`src/rtl/modular_add_sub_double_core_defines.svh`:
```
// ---------------------------------------------------------------------------
// Assertion macros for the modular add / subtract / double core.
// Each macro expects clk and rst_n to be visible where it is used.
// ---------------------------------------------------------------------------
`ifndef MODULAR_ADD_SUB_DOUBLE_CORE_DEFINES_SVH
`define MODULAR_ADD_SUB_DOUBLE_CORE_DEFINES_SVH

`ifndef SYNTHESIS

// Checked on every clock edge outside of reset.
`define MAS_ASSERT(lbl, prop) \
  lbl: assert property (@(posedge clk) disable iff (!rst_n) prop) \
    else $error("modular_add_sub_double_core: check failed");

// Checked on every clock edge, reset included.
`define MAS_ASSERT_ALWAYS(lbl, prop) \
  lbl: assert property (@(posedge clk) prop) \
    else $error("modular_add_sub_double_core: check failed");

`else

`define MAS_ASSERT(lbl, prop)
`define MAS_ASSERT_ALWAYS(lbl, prop)

`endif

`endif

```
`src/rtl/mas_pkg.sv`:
```
// ---------------------------------------------------------------------------
// mas_pkg
// Shared constants, types and limb arithmetic for the modular core.
// ---------------------------------------------------------------------------
package mas_pkg;

  // Operand geometry.
  localparam int MAX_LIMBS = 8;
  localparam int LIMB_W    = 32;
  localparam int CNT_W     = $clog2(MAX_LIMBS + 1);
  localparam int IDX_W     = (MAX_LIMBS > 1) ? $clog2(MAX_LIMBS) : 1;
  localparam int ACT_W     = 2;

  // Operation codes; any code with the double bit set acts as double.
  localparam logic [ACT_W-1:0] OP_ADD     = 2'd0;
  localparam logic [ACT_W-1:0] OP_SUB     = 2'd1;
  localparam logic [ACT_W-1:0] OP_DBL     = 2'd2;
  localparam int               OP_DBL_BIT = 1;

  // One limb of each operand as it is stored.
  typedef struct packed {
    logic [LIMB_W-1:0] m;
    logic [LIMB_W-1:0] b;
    logic [LIMB_W-1:0] a;
  } limb_set_t;

  // Control from the sequencer to the load-time compare unit.
  typedef struct packed {
    logic we;
    logic first;
  } load_ctrl_t;

  // Control from the sequencer to the emission datapath.
  typedef struct packed {
    logic start;
    logic step;
  } emit_ctrl_t;

  // Load limbs, read the low limb from the buffer, then emit the result.
  typedef enum logic [1:0] {
    ST_LOAD,
    ST_PRIME,
    ST_EMIT
  } state_t;

  // Limb add with carry in; the top bit is the carry out.
  function automatic logic [LIMB_W:0] add_limb(input logic [LIMB_W-1:0] x,
                                               input logic [LIMB_W-1:0] y,
                                               input logic              cin);
    return {1'b0, x} + {1'b0, y} + {{LIMB_W{1'b0}}, cin};
  endfunction

  // Limb subtract with borrow in; the top bit is the borrow out.
  function automatic logic [LIMB_W:0] sub_limb(input logic [LIMB_W-1:0] x,
                                               input logic [LIMB_W-1:0] y,
                                               input logic              bin);
    return {1'b0, x} - {1'b0, y} - {{LIMB_W{1'b0}}, bin};
  endfunction

endpackage

```
`src/rtl/mas_limb_store.sv`:
```
// ---------------------------------------------------------------------------
// mas_limb_store
// Generic RAM with one write port and one registered read port.
// ---------------------------------------------------------------------------
module mas_limb_store #(
  parameter int WIDTH = 32,
  parameter int DEPTH = 8
) (
  input  logic                                         clk,
  input  logic                                         we,
  input  logic [((DEPTH > 1) ? $clog2(DEPTH) : 1)-1:0] waddr,
  input  logic [WIDTH-1:0]                             wdata,
  input  logic [((DEPTH > 1) ? $clog2(DEPTH) : 1)-1:0] raddr,
  output logic [WIDTH-1:0]                             rdata
);

  logic [WIDTH-1:0] mem_r [DEPTH];
  logic [WIDTH-1:0] rdata_r;

  // Write port and registered read port; entries hold payload only.
  always_ff @(posedge clk) begin
    if (we) begin
      mem_r[waddr] <= wdata;
    end
    rdata_r <= mem_r[raddr];
  end

  assign rdata = rdata_r;

endmodule

```
`src/rtl/mas_select.sv`:
```
// ---------------------------------------------------------------------------
// mas_select
// Runs the carry and borrow chains of all operations while limbs load and
// decides, at the last limb, whether the reduced form is the result.
// ---------------------------------------------------------------------------
module mas_select (
  input  logic                          clk,
  input  logic                          rst_n,
  input  mas_pkg::load_ctrl_t           ctrl,
  input  logic [mas_pkg::ACT_W-1:0]     action,
  input  mas_pkg::limb_set_t            limbs,
  output logic                          sel
);
  import mas_pkg::*;

  logic              add_c_r, add_bw_r, dbl_c_r, dbl_bw_r, sub_bw_r;
  logic              add_c_in, add_bw_in, dbl_c_in, dbl_bw_in, sub_bw_in;
  logic [LIMB_W:0]   add_s, add_d, dbl_s, dbl_d, sub_d;
  logic              add_c, add_bw, dbl_c, dbl_bw, sub_bw;

  // Chains restart on the first limb of an operand.
  always_comb begin
    add_c_in  = ctrl.first ? 1'b0 : add_c_r;
    add_bw_in = ctrl.first ? 1'b0 : add_bw_r;
    dbl_c_in  = ctrl.first ? 1'b0 : dbl_c_r;
    dbl_bw_in = ctrl.first ? 1'b0 : dbl_bw_r;
    sub_bw_in = ctrl.first ? 1'b0 : sub_bw_r;
  end

  // Sum, sum minus modulus, and difference for this limb.
  always_comb begin
    add_s = add_limb(limbs.a, limbs.b, add_c_in);
    add_d = sub_limb(add_s[LIMB_W-1:0], limbs.m, add_bw_in);
    dbl_s = add_limb(limbs.a, limbs.a, dbl_c_in);
    dbl_d = sub_limb(dbl_s[LIMB_W-1:0], limbs.m, dbl_bw_in);
    sub_d = sub_limb(limbs.a, limbs.b, sub_bw_in);
  end

  // A dropped limb leaves the chains as they were.
  always_comb begin
    add_c  = ctrl.we ? add_s[LIMB_W] : add_c_r;
    add_bw = ctrl.we ? add_d[LIMB_W] : add_bw_r;
    dbl_c  = ctrl.we ? dbl_s[LIMB_W] : dbl_c_r;
    dbl_bw = ctrl.we ? dbl_d[LIMB_W] : dbl_bw_r;
    sub_bw = ctrl.we ? sub_d[LIMB_W] : sub_bw_r;
  end

  always_ff @(posedge clk) begin
    if (!rst_n) begin
      add_c_r  <= 1'b0;
      add_bw_r <= 1'b0;
      dbl_c_r  <= 1'b0;
      dbl_bw_r <= 1'b0;
      sub_bw_r <= 1'b0;
    end else begin
      add_c_r  <= add_c;
      add_bw_r <= add_bw;
      dbl_c_r  <= dbl_c;
      dbl_bw_r <= dbl_bw;
      sub_bw_r <= sub_bw;
    end
  end

  // Reduce when the sum overflowed or is at least m; for subtract when a < b.
  always_comb begin
    if (action[OP_DBL_BIT]) begin
      sel = dbl_c || !dbl_bw;
    end else if (action == OP_SUB) begin
      sel = sub_bw;
    end else begin
      sel = add_c || !add_bw;
    end
  end

endmodule

```
`src/rtl/mas_emit.sv`:
```
// ---------------------------------------------------------------------------
// mas_emit
// Recomputes the chosen operation one limb per step, low limb first, and
// hands out either the plain or the reduced limb.
// ---------------------------------------------------------------------------
module mas_emit (
  input  logic                          clk,
  input  logic                          rst_n,
  input  mas_pkg::emit_ctrl_t           ctrl,
  input  logic [mas_pkg::ACT_W-1:0]     op,
  input  logic                          sel,
  input  mas_pkg::limb_set_t            limbs,
  output logic [mas_pkg::LIMB_W-1:0]    result
);
  import mas_pkg::*;

  logic              c1_r, c1_nxt;
  logic              c2_r, c2_nxt;
  logic [LIMB_W-1:0] y;
  logic [LIMB_W:0]   p, q;

  // First stage adds or subtracts the operands, second stage folds in m.
  always_comb begin
    y = op[OP_DBL_BIT] ? limbs.a : limbs.b;
    if (op == OP_SUB) begin
      p = sub_limb(limbs.a, limbs.b, c1_r);
      q = add_limb(p[LIMB_W-1:0], limbs.m, c2_r);
    end else begin
      p = add_limb(limbs.a, y, c1_r);
      q = sub_limb(p[LIMB_W-1:0], limbs.m, c2_r);
    end
    result = sel ? q[LIMB_W-1:0] : p[LIMB_W-1:0];
  end

  // Chain registers clear at the start of a result and advance per limb.
  always_comb begin
    c1_nxt = c1_r;
    c2_nxt = c2_r;
    if (ctrl.start) begin
      c1_nxt = 1'b0;
      c2_nxt = 1'b0;
    end else if (ctrl.step) begin
      c1_nxt = p[LIMB_W];
      c2_nxt = q[LIMB_W];
    end
  end

  always_ff @(posedge clk) begin
    if (!rst_n) begin
      c1_r <= 1'b0;
      c2_r <= 1'b0;
    end else begin
      c1_r <= c1_nxt;
      c2_r <= c2_nxt;
    end
  end

endmodule

```
`src/rtl/modular_add_sub_double_core.sv`:
```
// ---------------------------------------------------------------------------
// modular_add_sub_double_core
// Multi-limb modular add, subtract and double for field arithmetic.
// ---------------------------------------------------------------------------
// Usage:
// Each input item carries one 32-bit limb of a, b and m, low limb first,
// with the operation code in in_tuser and in_tlast on the top limb. Up to
// eight limbs are kept; further limbs are dropped, but a last-marked item
// still closes the operand.
// While limbs load, the carry and borrow chains of every operation run in
// parallel, so the reduce decision is ready when the last limb arrives.
// The result then leaves as n items, low limb first, out_tlast on the top
// limb. Before the first result limb, ST_PRIME reads the low limb from the
// buffer, and ST_EMIT then registers each result limb in the output register.
// One result limb follows per cycle while out_tready is high.
// An operand of n limbs is loaded, its low limb is read in ST_PRIME, and then
// the emission walk over the limb buffer hands out the result; a new operand
// is taken only after that walk ends. in_tready is low from the last input
// item on, and rises again as soon as the final limb sits in the output
// register.
// A stalled receiver holds the output register and the emission walk.
// Reset clears the limb count, the operation and the output valid flag.
// ---------------------------------------------------------------------------
`include "modular_add_sub_double_core_defines.svh"

module modular_add_sub_double_core (
  input  logic        clk,
  input  logic        rst_n,
  // Input channel.
  input  logic        in_tvalid,
  output logic        in_tready,
  input  logic [95:0] in_tdata,   // a_limb [31:0], b_limb [63:32], m_limb [95:64]
  input  logic [1:0]  in_tuser,   // action [1:0]
  input  logic        in_tlast,
  // Result channel.
  output logic        out_tvalid,
  input  logic        out_tready,
  output logic [31:0] out_tdata,  // result_limb [31:0]
  output logic        out_tlast
);
  import mas_pkg::*;

  state_t            state_r, state_nxt;
  logic [CNT_W-1:0]  cnt_r, cnt_nxt;
  logic [CNT_W-1:0]  n_r, n_nxt;
  logic [CNT_W-1:0]  idx_r, idx_nxt;
  logic [ACT_W-1:0]  op_r, op_nxt;
  logic              sel_r, sel_nxt;
  logic              out_valid_r, out_valid_nxt;
  logic              out_last_r, out_last_nxt;
  logic [LIMB_W-1:0] out_data_r, out_data_nxt;

  logic              in_acc;
  logic              slot_free;
  logic              emit_last;
  logic              sel_load;
  logic [LIMB_W-1:0] emit_limb;
  limb_set_t         wr_limbs, rd_limbs;
  load_ctrl_t        load_ctrl;
  emit_ctrl_t        emit_ctrl;

  // Unpack the input item.
  assign wr_limbs.a = in_tdata[LIMB_W-1:0];
  assign wr_limbs.b = in_tdata[2*LIMB_W-1:LIMB_W];
  assign wr_limbs.m = in_tdata[3*LIMB_W-1:2*LIMB_W];

  assign in_tready  = (state_r == ST_LOAD);
  assign in_acc     = in_tvalid && in_tready;
  assign slot_free  = !out_valid_r || out_tready;
  assign emit_last  = (idx_r == (n_r - CNT_W'(1)));

  assign load_ctrl.we    = in_acc && (cnt_r < CNT_W'(MAX_LIMBS));
  assign load_ctrl.first = (cnt_r == '0);

  // The read address runs one step ahead, so the read data holds limb idx_r.
  mas_limb_store #(
    .WIDTH ($bits(limb_set_t)),
    .DEPTH (MAX_LIMBS)
  ) u_store (
    .clk   (clk),
    .we    (load_ctrl.we),
    .waddr (cnt_r[IDX_W-1:0]),
    .wdata (wr_limbs),
    .raddr (idx_nxt[IDX_W-1:0]),
    .rdata (rd_limbs)
  );

  mas_select u_select (
    .clk    (clk),
    .rst_n  (rst_n),
    .ctrl   (load_ctrl),
    .action (in_tuser),
    .limbs  (wr_limbs),
    .sel    (sel_load)
  );

  mas_emit u_emit (
    .clk    (clk),
    .rst_n  (rst_n),
    .ctrl   (emit_ctrl),
    .op     (op_r),
    .sel    (sel_r),
    .limbs  (rd_limbs),
    .result (emit_limb)
  );

  // Sequencer: load limbs, read the low limb, then walk them once to emit.
  always_comb begin
    state_nxt       = state_r;
    cnt_nxt         = cnt_r;
    n_nxt           = n_r;
    idx_nxt         = idx_r;
    op_nxt          = op_r;
    sel_nxt         = sel_r;
    out_valid_nxt   = out_valid_r && !out_tready;
    out_last_nxt    = out_last_r;
    out_data_nxt    = out_data_r;
    emit_ctrl.start = 1'b0;
    emit_ctrl.step  = 1'b0;
    unique case (state_r)
      ST_LOAD: begin
        if (in_acc) begin
          if (load_ctrl.we) begin
            cnt_nxt = CNT_W'(cnt_r + CNT_W'(1));
          end
          if (in_tlast) begin
            n_nxt           = load_ctrl.we ? CNT_W'(cnt_r + CNT_W'(1)) : cnt_r;
            cnt_nxt         = '0;
            idx_nxt         = '0;
            op_nxt          = in_tuser;
            sel_nxt         = sel_load;
            emit_ctrl.start = 1'b1;
            state_nxt       = ST_PRIME;
          end
        end
      end
      ST_PRIME: begin
        state_nxt = ST_EMIT;
      end
      ST_EMIT: begin
        if (slot_free) begin
          emit_ctrl.step = 1'b1;
          out_valid_nxt  = 1'b1;
          out_data_nxt   = emit_limb;
          out_last_nxt   = emit_last;
          idx_nxt        = CNT_W'(idx_r + CNT_W'(1));
          if (emit_last) begin
            state_nxt = ST_LOAD;
          end
        end
      end
      default: begin
        state_nxt = ST_LOAD;
      end
    endcase
  end

  // Control registers.
  always_ff @(posedge clk) begin
    if (!rst_n) begin
      state_r     <= ST_LOAD;
      cnt_r       <= '0;
      n_r         <= '0;
      idx_r       <= '0;
      op_r        <= OP_ADD;
      sel_r       <= 1'b0;
      out_valid_r <= 1'b0;
    end else begin
      state_r     <= state_nxt;
      cnt_r       <= cnt_nxt;
      n_r         <= n_nxt;
      idx_r       <= idx_nxt;
      op_r        <= op_nxt;
      sel_r       <= sel_nxt;
      out_valid_r <= out_valid_nxt;
    end
  end

  // Output payload register.
  always_ff @(posedge clk) begin
    out_data_r <= out_data_nxt;
    out_last_r <= out_last_nxt;
  end

  assign out_tvalid = out_valid_r;
  assign out_tdata  = out_data_r;
  assign out_tlast  = out_last_r;

  // The limb count never runs past the buffer depth.
  `MAS_ASSERT(a_cnt_range, cnt_r <= CNT_W'(MAX_LIMBS))
  // An emitted result has between one and the buffer depth of limbs.
  `MAS_ASSERT(a_n_range, (state_r == ST_EMIT) |-> ((n_r != '0) && (n_r <= CNT_W'(MAX_LIMBS))))
  // The emission walk stays inside the stored limbs.
  `MAS_ASSERT(a_idx_range, (state_r == ST_EMIT) |-> (idx_r < n_r))
  // Handing out the top limb ends the result and marks it last.
  `MAS_ASSERT(a_last_end, ((state_r == ST_EMIT) && slot_free && emit_last) |=> ((state_r == ST_LOAD) && out_tvalid && out_tlast))
  // Reset empties the output register.
  `MAS_ASSERT_ALWAYS(a_rst_out, !rst_n |=> !out_tvalid)

endmodule
```
`config.mk`:
```
export PLATFORM = sky130hd
export DESIGN_NAME = modular_add_sub_double_core
export DESIGN_NICKNAME = d
export VERILOG_FILES = /design/src/rtl/mas_pkg.sv /design/src/rtl/mas_limb_store.sv /design/src/rtl/mas_select.sv /design/src/rtl/mas_emit.sv /design/src/rtl/modular_add_sub_double_core.sv
export VERILOG_INCLUDE_DIRS = /design/src /design/src/rtl
export SDC_FILE = /design/constraint.sdc
export NUM_CORES = 2
export LEC_CHECK = 0
export ABC_CLOCK_PERIOD_IN_PS = 13500
export BUFFER_PORTS_ARGS = -buffer_cell sky130_fd_sc_hd__buf_2
export CAP_MARGIN = 20
export CORE_MARGIN = 2
export CORE_UTILIZATION = 63
export DETAILED_ROUTE_END_ITERATION = 8
export PLACE_DENSITY_LB_ADDON = 0.3
export RECOVER_POWER = 100
export SLEW_MARGIN = 20
export SYNTH_ARGS = -nofsm -noshare
export SYNTH_HDL_FRONTEND = slang
export SYNTH_SLANG_ARGS = --single-unit
```
`constraint.sdc`:
```
create_clock -name clk -period 13.5 [get_ports clk]
set_input_delay 1.35 -clock clk [delete_from_list [all_inputs] [get_ports clk]]
set_output_delay 1.35 -clock clk [all_outputs]
set_load 0.005 [all_outputs]
```
==> flow_summary.yaml <==
outcome:
  outcome: "finished with violations"
  violations: "max-capacitance violations, max-slew violations"
yosys:
  syn_area_sq_um: 48000
  yosys_register_bits: 922
  synth_nets: 5151
  ys_types: 74
  yosysSeqAreaShare_pct: 55.1
  synth_ff_type: "edfxtp_1"
  synth_top_area_share_pct: 50.1
  synth_enable_flop_cells: 801
  synth.largest_area_cell: "edfxtp_1"
  ys_warn_count: 0
  syn_avg_cell_area_sq_um: 10.4
  ys_top_cells_by_area: "edfxtp_1, ha_1, nand2_1"
  synth-async-reset-ratio_pct: 0
  syn_inst: 4636
setup_path:
  worstPathArrival_ns: 9.61
  crit_type: "primary input to flip-flop"
  startpoint_type: "primary input"
  endpoint_kind: "flip-flop"
  path_max_fanout: 171
  worstPathCellList: "buf_2, nand2b_1, nand2b_1, nand3_1, o21ai_0, clkbuf_1, nand3_1, nand2_1, o21ai_0"
  cp_top_family: "buffers and inverters"
  slowest_delay_ns: 5.80
  required_ns: 13.91
  critPathBufInv: 2
  cpMaxStageDelayCell: "clkbuf_1"
sta:
  min_period_over_period_pct: 68.1
  hold_viol_final: 0
  max_freq_mhz: 109
  hold_ws_ns: 0.503
  worst_pin_slew_ns: 8.62
  max_slew_margin_pct: -474
  rsz0062_at_grt: "no"
  period_needed_ns: 9.20
  finalSetupViolations: 0
  finalSetupTns_ns: 0
  drv_slew: 1073
  clock-skew-final_ns: 0.0377
cts:
  cts.sinks: 922
  clk_pin_slew_worst_paths_ns: 0.06
  htree_levels: 3
  cts-hold-fix-buffers: 0
  cts_made_buffers: 92
  clk_path_buf_depth: 3
  insertion_delay_ns: 0.68
  postCtsSetupRepairBufs: 0
  cts_root_buf: "clkbuf_16"
  cts_resized: 0
  cts_tree: "built"
power_and_ir_drop:
  ir_drop_uv: 117
  leakagePower_nw: 21.2
  power_density_nw_per_um2: 179
floorplanning:
  die_h_microns: 280
  dieWidth_microns: 280
  dieArea_sq_um: 78500
  initial_core_util_pct: 63.5
  core_sq_um: 75700
  io-pin-count: 138
  rows: 101
drt:
  antenna_left: 0
  drc: 0
  firstDrtPassIters: 6
  first_iter_violations: 3991
  via_count: 35100
  wl_mm: 127
  avgViaCountPerCell: 6.08
  wl_per_cell_microns: 22.0
layout:
  final_common_cell: "nand2_1"
  fin_nets: 5233
  layout_common_cells: "nand2_1, edfxtp_1, nand3_1, inv_1, ha_1"
  drive_above_1_share_pct: 4.92
  area_growth_pct: 9.26
global_route:
  grt_start_max_net_pins: 172
  grt_pass1_wl_mm: 192
  grt_overflow: 0
  antenna_found_initial: 19
  first_global_vias: 33000
  grt_util_all_layers_pct: 32.3
placed_design:
  portBuffers: 137
  gp_congestion: 0.976
  dp_hpwl_mm: 84.3
worst_hold_path:
  hold_class: "flip-flop to flip-flop"
flow_run:
  cap_violations: 22
-- area by class of cell --
type | instances | area [sq um]
Sequential cell | 922 | 26500
Fill cell | 5438 | 23200
Multi-Input combinational cell | 3110 | 19300
Clock buffer | 116 | 2450
Inverter | 416 | 1560
Tap cell | 978 | 1220
Timing Repair Buffer | 176 | 798
Clock inverter | 57 | 619
Antenna cell | 7 | 17.5
-- worst paths after layout --
check / start / to / slack (ns) / cells after the start
hold reg to reg: op_r[0]$_SDFFE_PN0P_ / op_r[0]$_SDFFE_PN0P_ / 0.50 / 2
hold / removal: op_r[0]$_SDFFE_PN0P_ / op_r[0]$_SDFFE_PN0P_ / 0.50 / 2
setup / recovery: out_tready / u_store.rdata[12]$_DFF_P_ / 4.30 / 9
setup reg to reg: state_r[1]$_SDFFE_PN0P_ / u_store.mem_r[6][90]$_DFFE_PP_ / 4.69 / 7
-- metrics by stage --
step / worst slack (ns) / utilization, % / area [sq um] / power [mW] / cells
finish: 4.30 / 69.3 / 52500 / 9.40 / 5782
global route: 3.95 / 69.3 / 52500 / 9.90 / 5778
CTS: 6.78 / 69.7 / 52800 / 9.33 / 5775
detailed placement: 6.66 / 65.7 / 49700 / 6.79 / 5602
global placement: 6.78 / 65.7 / 49700 / 6.74 / 5602
floorplan: 1.89 / - / 48000 / 5.94 / 4636
-- sequential cells by signal, indices dropped and copies added (netlist names), 2 cells and up --
| signal | count |
|---|---|
| out_tdata | 32 |
| u_store.rdata | 96 |
| idx_r | 4 |
| n_r | 4 |
| op_r | 2 |
| state_r | 2 |
| cnt_r | 4 |
| u_store.mem_r | 768 |
-- synthesized netlist by cell type (6+ instances only) --
cell type	instances
a2111oi_0	10
a211o_1	10
a211oi_1	26
a21boi_0	10
a21o_1	55
a21oi_1	178
a31oi_1	18
and2_1	15
and3_1	15
buf_1	24
clkbuf_1	164
dfxtp_1	121
edfxtp_1	801
fa_1	10
ha_1	402
inv_1	416
mux2_2	31
nand2_1	1004
nand2b_1	28
nand3_1	510
nand4_1	24
nor2_1	130
nor2b_1	23
nor3_1	33
nor4_1	9
o2111ai_1	6
o211a_1	14
o211ai_1	29
o21a_1	24
o21ai_0	213
o21bai_1	19
o31a_1	6
o31ai_1	13
or3_1	8
xnor2_1	98
xor2_1	51
-- tightest hold or removal path: cells and delay by family (launching register included) --
family          cells  cell delay (ns)
simple gates        1             0.06
compound gates      1             0.06
flops               1             0.33
-- power breakdown --
part | internal, mW | switching [mW] | total [mW] | leakage [nW]
registers | 3.23 | 0.0716 | 3.30 | 8.28
clock network | 1.44 | 1.11 | 2.55 | 1.49
logic | 1.42 | 2.12 | 3.55 | 11.4
total | 6.10 | 3.31 | 9.40 | 21.2
-- cells by family after synthesis --
logic type	Yosys count	synth area share, %
DFF	922	55.1
AOI/OAI and AO/OA	681	8.90
xor gates and xnor gates	149	2.72
adders and majority gates	412	10.9
buffers and inverters	604	4.72
and+or+nand+nor	1829	16.6
muxes	39	1.01
-- per-layer routing --
metal / share of wire, % / GRT usage [%] / vias up
met3: 8.9 / 5.43 / 237
li1: - / - / 16500
met4: 3.9 / 13.0 / 6
met2: 47 / 52.2 / 1588
met5: 0.032 / 0 / -
met1: 40 / 43.6 / 16800
No activity file was read; power rests on OpenSTA's default activity.
